`src/hw/rtl/insertion_sort_engine_assert.svh`:
```
// Assertion macros used by the sort engine top module.
`ifndef INSERTION_SORT_ENGINE_ASSERT_SVH
`define INSERTION_SORT_ENGINE_ASSERT_SVH

// Consequent must hold in the same cycle as the antecedent.
`define ISE_ASSERT_NOW(lbl, ante, cons, msg) \
    lbl: assert property (@(posedge clk) disable iff (!rst_n) (ante) |-> (cons)) \
        else $error(msg);

// Consequent must hold in the cycle after the antecedent.
`define ISE_ASSERT_NEXT(lbl, ante, cons, msg) \
    lbl: assert property (@(posedge clk) disable iff (!rst_n) (ante) |=> (cons)) \
        else $error(msg);

`endif

```
`src/hw/rtl/ise_pkg.sv`:
```
package ise_pkg;

    localparam int unsigned DATA_W = 32;

    // Commands from the controller to the datapath.
    typedef struct packed {
        logic load_in;    // capture value and last, pos = count
        logic set_drop;   // store full, flag overflow
        logic read_prev;  // read entry pos-1
        logic shift;      // write read entry at pos, pos--
        logic read_next;  // read entry pos-2 (after a shift)
        logic place;      // write value at pos, count++
        logic rd_issue;   // read entry k for readout
        logic rd_load;    // load output register, k++
        logic clear;      // end of run: count, dropped, k to zero
    } ise_cmd_t;

    // Status from the datapath to the controller.
    typedef struct packed {
        logic full;
        logic cnt_zero;
        logic gt;         // read entry strictly greater than value
        logic pos_one;
        logic rd_last;    // entry k is the final one of the run
        logic last;
        logic out_free;
    } ise_sts_t;

endpackage

```
`src/hw/rtl/insertion_sort_engine.sv`:
```
// Insertion sort engine for runs of signed 32-bit values.
// Input channel (in_valid/in_ready, value, last): one request per value; the
// request with last set closes the run. Output channel (out_valid/out_ready,
// sorted_value, last_res, overflow): the run in ascending order, last_res on
// the final value, overflow on every value of a run that lost values because
// the store of DEPTH entries was full. Equal values leave in arrival order.
// Insertion moves the stored entries greater than the value (at most DEPTH-1)
// up by one place, one entry per cycle, since the store is single-port; a
// value that finds the store empty or full is placed or dropped with no shift.
// in_ready is high only while no value is being inserted or read out.
// Readout reads each result from the store, then loads it into the output
// register.
// A stalled receiver holds the output register and pauses the readout; the
// next run's first request is accepted while the final result still waits.
// Reset clears the entry count and the overflow flag; store contents stay
// undefined and are never read before written, so no clearing pass runs.
module insertion_sort_engine #(
    parameter int unsigned DEPTH = 64
) (
    input  logic                               clk,
    input  logic                               rst_n,
    input  logic                               in_valid,
    output logic                               in_ready,
    input  logic signed [ise_pkg::DATA_W-1:0]  value,
    input  logic                               last,
    output logic                               out_valid,
    input  logic                               out_ready,
    output logic signed [ise_pkg::DATA_W-1:0]  sorted_value,
    output logic                               last_res,
    output logic                               overflow
);

    ise_pkg::ise_cmd_t cmd;
    ise_pkg::ise_sts_t sts;

    ise_ctrl u_ctrl (
        .clk      (clk),
        .rst_n    (rst_n),
        .in_valid (in_valid),
        .in_ready (in_ready),
        .sts      (sts),
        .cmd      (cmd)
    );

    ise_dp #(
        .DEPTH (DEPTH)
    ) u_dp (
        .clk          (clk),
        .rst_n        (rst_n),
        .cmd          (cmd),
        .sts          (sts),
        .value        (value),
        .last         (last),
        .out_valid    (out_valid),
        .out_ready    (out_ready),
        .sorted_value (sorted_value),
        .last_res     (last_res),
        .overflow     (overflow)
    );

`include "insertion_sort_engine_assert.svh"

    `ISE_ASSERT_NOW(a_no_write_when_full, cmd.place, !sts.full, "store written past depth")
    `ISE_ASSERT_NOW(a_final_clears, cmd.rd_load && sts.rd_last, cmd.clear,
        "final readout did not clear the run")
    `ISE_ASSERT_NOW(a_shift_needs_greater, cmd.shift, sts.gt && !cmd.place,
        "shift without a greater entry")
    `ISE_ASSERT_NEXT(a_busy_after_accept, in_valid && in_ready, !in_ready,
        "request accepted while previous insertion pending")

endmodule

```
`src/hw/rtl/ise_ctrl.sv`:
```
module ise_ctrl (
    input  logic              clk,
    input  logic              rst_n,
    input  logic              in_valid,
    output logic              in_ready,
    input  ise_pkg::ise_sts_t sts,
    output ise_pkg::ise_cmd_t cmd
);

    localparam logic [2:0] S_IDLE     = 3'd0;
    localparam logic [2:0] S_CHECK    = 3'd1;
    localparam logic [2:0] S_SHIFT    = 3'd2;
    localparam logic [2:0] S_PLACE    = 3'd3;
    localparam logic [2:0] S_RD_ISSUE = 3'd4;
    localparam logic [2:0] S_RD_LOAD  = 3'd5;

    logic [2:0] state_reg;
    logic [2:0] state_next;
    logic [2:0] after_insert;

    assign in_ready     = (state_reg == S_IDLE);
    assign after_insert = sts.last ? S_RD_ISSUE : S_IDLE;

    always_comb
    begin
        state_next = state_reg;
        cmd        = '0;
        unique case (state_reg)
            S_IDLE:
            begin
                if (in_valid)
                begin
                    cmd.load_in = 1'b1;
                    state_next  = S_CHECK;
                end
            end
            S_CHECK:
            begin
                if (sts.full)
                begin
                    cmd.set_drop = 1'b1;
                    state_next   = after_insert;
                end
                else if (sts.cnt_zero)
                begin
                    cmd.place  = 1'b1;
                    state_next = after_insert;
                end
                else
                begin
                    cmd.read_prev = 1'b1;
                    state_next    = S_SHIFT;
                end
            end
            S_SHIFT:
            begin
                if (sts.gt)
                begin
                    cmd.shift = 1'b1;
                    if (sts.pos_one)
                    begin
                        state_next = S_PLACE;
                    end
                    else
                    begin
                        cmd.read_next = 1'b1;
                    end
                end
                else
                begin
                    cmd.place  = 1'b1;
                    state_next = after_insert;
                end
            end
            S_PLACE:
            begin
                cmd.place  = 1'b1;
                state_next = after_insert;
            end
            S_RD_ISSUE:
            begin
                // hold the read until the output register can take it
                if (sts.out_free)
                begin
                    cmd.rd_issue = 1'b1;
                    state_next   = S_RD_LOAD;
                end
            end
            S_RD_LOAD:
            begin
                cmd.rd_load = 1'b1;
                if (sts.rd_last)
                begin
                    cmd.clear  = 1'b1;
                    state_next = S_IDLE;
                end
                else
                begin
                    state_next = S_RD_ISSUE;
                end
            end
            default:
            begin
                state_next = S_IDLE;
            end
        endcase
    end

    always_ff @(posedge clk or negedge rst_n)
    begin
        if (!rst_n)
        begin
            state_reg <= S_IDLE;
        end
        else
        begin
            state_reg <= state_next;
        end
    end

endmodule

```
`src/hw/rtl/ise_dp.sv`:
```
module ise_dp #(
    parameter int unsigned DEPTH = 64
) (
    input  logic                               clk,
    input  logic                               rst_n,
    input  ise_pkg::ise_cmd_t                  cmd,
    output ise_pkg::ise_sts_t                  sts,
    input  logic signed [ise_pkg::DATA_W-1:0]  value,
    input  logic                               last,
    output logic                               out_valid,
    input  logic                               out_ready,
    output logic signed [ise_pkg::DATA_W-1:0]  sorted_value,
    output logic                               last_res,
    output logic                               overflow
);

    localparam int unsigned IW = $clog2(DEPTH);
    localparam int unsigned CW = $clog2(DEPTH + 1);

    logic [ise_pkg::DATA_W-1:0]        mem [DEPTH];
    logic signed [ise_pkg::DATA_W-1:0] rdata_reg;
    logic signed [ise_pkg::DATA_W-1:0] value_reg;
    logic                              last_reg;
    logic [CW-1:0]                     pos_reg;
    logic [CW-1:0]                     count_reg;
    logic                              dropped_reg;
    logic [IW-1:0]                     k_reg;
    logic                              out_valid_reg;
    logic signed [ise_pkg::DATA_W-1:0] out_value_reg;
    logic                              out_last_reg;
    logic                              out_ovf_reg;

    logic                              mem_we;
    logic [ise_pkg::DATA_W-1:0]        mem_wdata;
    logic                              mem_re;
    logic [IW-1:0]                     mem_raddr;
    logic [CW-1:0]                     pos_m1;
    logic [CW-1:0]                     pos_m2;

    assign pos_m1    = pos_reg - CW'(1);
    assign pos_m2    = pos_reg - CW'(2);
    assign mem_we    = cmd.shift | cmd.place;
    assign mem_wdata = cmd.shift ? rdata_reg : value_reg;
    assign mem_re    = cmd.read_prev | cmd.read_next | cmd.rd_issue;

    always_comb
    begin
        if (cmd.rd_issue)
        begin
            mem_raddr = k_reg;
        end
        else if (cmd.read_next)
        begin
            mem_raddr = pos_m2[IW-1:0];
        end
        else
        begin
            mem_raddr = pos_m1[IW-1:0];
        end
    end

    always_ff @(posedge clk)
    begin
        if (mem_we)
        begin
            mem[pos_reg[IW-1:0]] <= mem_wdata;
        end
        if (mem_re)
        begin
            rdata_reg <= mem[mem_raddr];
        end
    end

    always_ff @(posedge clk)
    begin
        if (cmd.load_in)
        begin
            value_reg <= value;
            last_reg  <= last;
        end
        if (cmd.rd_load)
        begin
            out_value_reg <= rdata_reg;
            out_last_reg  <= sts.rd_last;
            out_ovf_reg   <= dropped_reg;
        end
    end

    always_ff @(posedge clk or negedge rst_n)
    begin
        if (!rst_n)
        begin
            pos_reg       <= '0;
            count_reg     <= '0;
            dropped_reg   <= 1'b0;
            k_reg         <= '0;
            out_valid_reg <= 1'b0;
        end
        else
        begin
            if (cmd.load_in)
            begin
                pos_reg <= count_reg;
            end
            else if (cmd.shift)
            begin
                pos_reg <= pos_m1;
            end
            if (cmd.clear)
            begin
                count_reg   <= '0;
                dropped_reg <= 1'b0;
                k_reg       <= '0;
            end
            else
            begin
                if (cmd.place)
                begin
                    count_reg <= count_reg + CW'(1);
                end
                if (cmd.set_drop)
                begin
                    dropped_reg <= 1'b1;
                end
                if (cmd.rd_load)
                begin
                    k_reg <= k_reg + IW'(1);
                end
            end
            if (cmd.rd_load)
            begin
                out_valid_reg <= 1'b1;
            end
            else if (out_ready)
            begin
                out_valid_reg <= 1'b0;
            end
        end
    end

    assign sts.full     = (count_reg == CW'(DEPTH));
    assign sts.cnt_zero = (count_reg == '0);
    assign sts.gt       = (rdata_reg > value_reg);
    assign sts.pos_one  = (pos_reg == CW'(1));
    assign sts.rd_last  = ((CW'(k_reg) + CW'(1)) == count_reg);
    assign sts.last     = last_reg;
    assign sts.out_free = !out_valid_reg || out_ready;

    assign out_valid    = out_valid_reg;
    assign sorted_value = out_value_reg;
    assign last_res     = out_last_reg;
    assign overflow     = out_ovf_reg;

endmodule

```
`config.mk`:
```
export PLATFORM = sky130hd
export DESIGN_NAME = insertion_sort_engine
export DESIGN_NICKNAME = d
export VERILOG_FILES = /design/src/hw/rtl/ise_pkg.sv /design/src/hw/rtl/insertion_sort_engine.sv /design/src/hw/rtl/ise_ctrl.sv /design/src/hw/rtl/ise_dp.sv
export VERILOG_INCLUDE_DIRS = /design/src /design/src/hw/rtl
export SDC_FILE = /design/constraint.sdc
export NUM_CORES = 2
export LEC_CHECK = 0
export BUFFER_PORTS_ARGS = -buffer_cell sky130_fd_sc_hd__buf_2
export CAP_MARGIN = 20
export CORE_MARGIN = 5
export CORE_UTILIZATION = 30
export DETAILED_ROUTE_END_ITERATION = 12
export PLACE_DENSITY = 0.45
export SLEW_MARGIN = 20
export SYNTH_ARGS = -nofsm -noshare
export SYNTH_HDL_FRONTEND = slang
export SYNTH_SLANG_ARGS = --single-unit
```
`constraint.sdc`:
```
create_clock -name clk -period 14.1 [get_ports clk]
set_input_delay 0.705 -clock clk [delete_from_list [all_inputs] [get_ports clk]]
set_output_delay 0.705 -clock clk [all_outputs]
set_load 0.02 [all_outputs]
```
==> results.toml <==
[final_layout]
final.fill_count = 28589
layout.nets = 6880
fin_cells = 10927
mostFrequentLayoutCells = "edfxtp_1 (2147), nand2_1 (1681), nand3_1 (762)"
area_growth_pct = 15.02
layout_commonest_cell = "edfxtp_1"
largest_reg_flops = 2048
drive_gt1_share_pct = 10.44

[timing]
tightest_slew_ns = 1.181
post-route-min-period_ns = 7.726
slew_headroom_pct = 21.07
max_freq_ghz = 0.1294
fin_skew_ns = 0.04653
fin_crit_sh_pct = 54.79
holdWs_ns = 0.2369
rsz0062_at_grt = "no"
report.final.slew_viol_count = 0
setup_slack_ns = 6.374
finalHoldViolations = 0
setup_viol = 0
fin_setup_tns_ns = 0

[clocking]
clkTransAtPathRegs_ns = 0.06
cts.repair.resized = 0
cts.sinks = 2172
worstSkewPairLatency_ns = 0.91
ctsHoldBuffers = 34
root_buffer = "clkbuf_16"
htree_levels = 4
cts_tree = "yes"
cts_buffers = 237
postCtsSetupRepairBufs = 0
max-clock-path-buffers = 4

[route]
routed_wl_um = 328900
wire_per_inst_um = 30.10
route.vias.total = 59680
drc = 0
drtIter0Drc = 7266
ant_nets = 0
drtPass1Iterations = 7
viasPerCell = 5.462

[die]
initial_utilization_pct = 30.06
die_area_sq_um = 307700
die_w_um = 554.7
ios = 73
core_sq_um = 296000
die_h_um = 554.7
rows = 200

[yosys]
postSynthNetCount = 6808
netlist_area_sq_um = 89000
synthTopCellsByArea = "edfxtp_1 (72%), nand2_1 (7.1%), nand3_1 (4.3%)"
synth_largest_area_cell = "edfxtp_1"
synth_cell_types = 85
syn_avg_cell_area_sq_um = 13.23
async_reset_ff_share_pct = 1.151
synth_ff_type = "edfxtp_1"
netlist_instances = 6729
synth-seq-area-share_pct = 73.14
yosys_warnings = 0
yosys.area.top_type_share_pct = 72.44
ys_ff_latch = 2172
synth_edf_count = 2147

[hold_path]
hp-class = "input port to flop"
hold_end = "u_ctrl.state_reg[0]$_DFFE_PN0P_"
hold_depth = 4
min-delay-start = "in_valid"

[global_route]
grt_pass1_wl_um = 456100
grtUsageTotal_pct = 20.60
grt_max_degree = 141
overflow = 0
grt_pass1_vias = 55868
antenna_found_initial = 31

[setup_path]
worstPathRequired_ns = 14.68
crit_path_top_delay_cell = "a221oi_1"
start_kind = "flop"
worst-path-stages = 15
crit_chain = "ha_1 -> nand4_1 -> nor4_2 -> o21ai_1 -> a31oi_4 -> o21ai_4 -> buf_4 -> o211ai_4 -> buf_4 -> buf_4 -> mux2i_1 -> a221oi_1 -> a31oi_1 -> o2111a_1 -> a2111oi_4"
crit_family = "compound AO/OA/AOI/OAI gates"
critical_path_class = "flop to flop"
slowest_delay_ns = 0.96
cp_max_fo = 57
worstReg2RegEnd = "u_dp.rdata_reg[8]$_DFFE_PP_"
critPathArrivalTime_ns = 8.30
crit_top_cell = "buf_4"
r2r_setup_slack_ns = 6.37
reg2regPathDepth = 15
path_buf_inv = 3
rr_startpoint = "u_dp.rdata_reg[15]$_DFFE_PP_"
cp-end-kind = "flop"

[job]
drv_cap = 0

[place]
dp_slack_ns = 6.524
place_congestion = 0.8171
hpwl_um = 178500
dp_cells = 10467
io_buffers = 72

[run_status]
status = "finished clean"
synthesized netlist by cell type (all sizes together), types with 42 or more instances:
cell type  number
a221oi         98
a32oi          84
a22oi          59
clkbuf        167
nand3         764
nor2          100
o21ai         156
and3           71
mux2i         194
ha             42
inv            45
buf           308
edfxtp       2147
nand2        1682
a21oi         312
a31oi         104
worst max-delay path by stage:
stage | start | end | slack [ns]
finish | u_dp.rdata_reg[15]$_DFFE_PP_ | u_dp.rdata_reg[8]$_DFFE_PP_ | 6.37
global route | u_dp.rdata_reg[15]$_DFFE_PP_ | u_dp.rdata_reg[8]$_DFFE_PP_ | 6.20
CTS | u_dp.rdata_reg[15]$_DFFE_PP_ | u_dp.rdata_reg[8]$_DFFE_PP_ | 6.49
detailed placement | u_dp.rdata_reg[15]$_DFFE_PP_ | u_dp.rdata_reg[8]$_DFFE_PP_ | 6.52
global placement | u_dp.pos_reg[0]$_DFFE_PN0P_ | u_dp.rdata_reg[16]$_DFFE_PP_ | 5.89
floorplan | u_dp.rdata_reg[29]$_DFFE_PP_ | u_dp.mem[0][31]$_DFFE_PP_ | 8.40
metal layers:
layer | GRT usage [%] | vias to the layer above | wire [um]
li1 | - | 25446 | -
met1 | 29.40 | 30946 | 142700
met2 | 31.96 | 2811 | 147900
met3 | 3.552 | 473 | 27150
met4 | 6.533 | 4 | 11150
met5 | 0 | - | 31
kinds of logic (layout without fill, tap and decap cells):
family / Yosys count / in the layout / share of synthesized area [%]
xor+xnor: 24 / 24 / 0.2362
mux: 201 / 201 / 2.275
simple gates: 2704 / 2704 / 13.00
fa+ha+maj: 42 / 42 / 0.5904
other cells: 0 / 8 / 0
buf+inv: 520 / 771 / 2.591
compound gates: 1066 / 1066 / 8.164
flops: 2172 / 2172 / 73.14
worst reg2reg max path: stages (launching register included):
cell and delay, ns:
edfxtp_1 0.43, ha_1 0.39, nand4_1 0.21, nor4_2 0.55, o21ai_1 0.21, a31oi_4 0.44, o21ai_4 0.12, buf_4 0.26
o211ai_4 0.76, buf_4 0.72, buf_4 0.80, mux2i_1 0.22, a221oi_1 0.96, a31oi_1 0.07, o2111a_1 0.46, a2111oi_4 0.83
per-stage QoR:
stage,cell area (sq um),util (%)
2_1_floorplan,89000,-
3_3_place_gp,94860,32.04
3_5_place_dp,94960,32.08
4_1_cts,102300,34.57
5_1_grt,102400,34.57
6_report,102400,34.58
layout make-up:
cell class,instances,area (sq um),share of cell area [%]
clock buffer,309,6306,6.160
sequential,2172,65100,63.59
timing repair buffer,308,2394,2.338
clock inverter,109,740.7,0.7236
multi-input combinational,4037,22710,22.18
inverter,45,168.9,0.1650
tap,3939,4928,4.814
antenna,8,20.02,0.01956
Power is left out: the tool's default activity adds up to more than one toggle a clock period on the data nets, which glitch-free logic cannot reach.
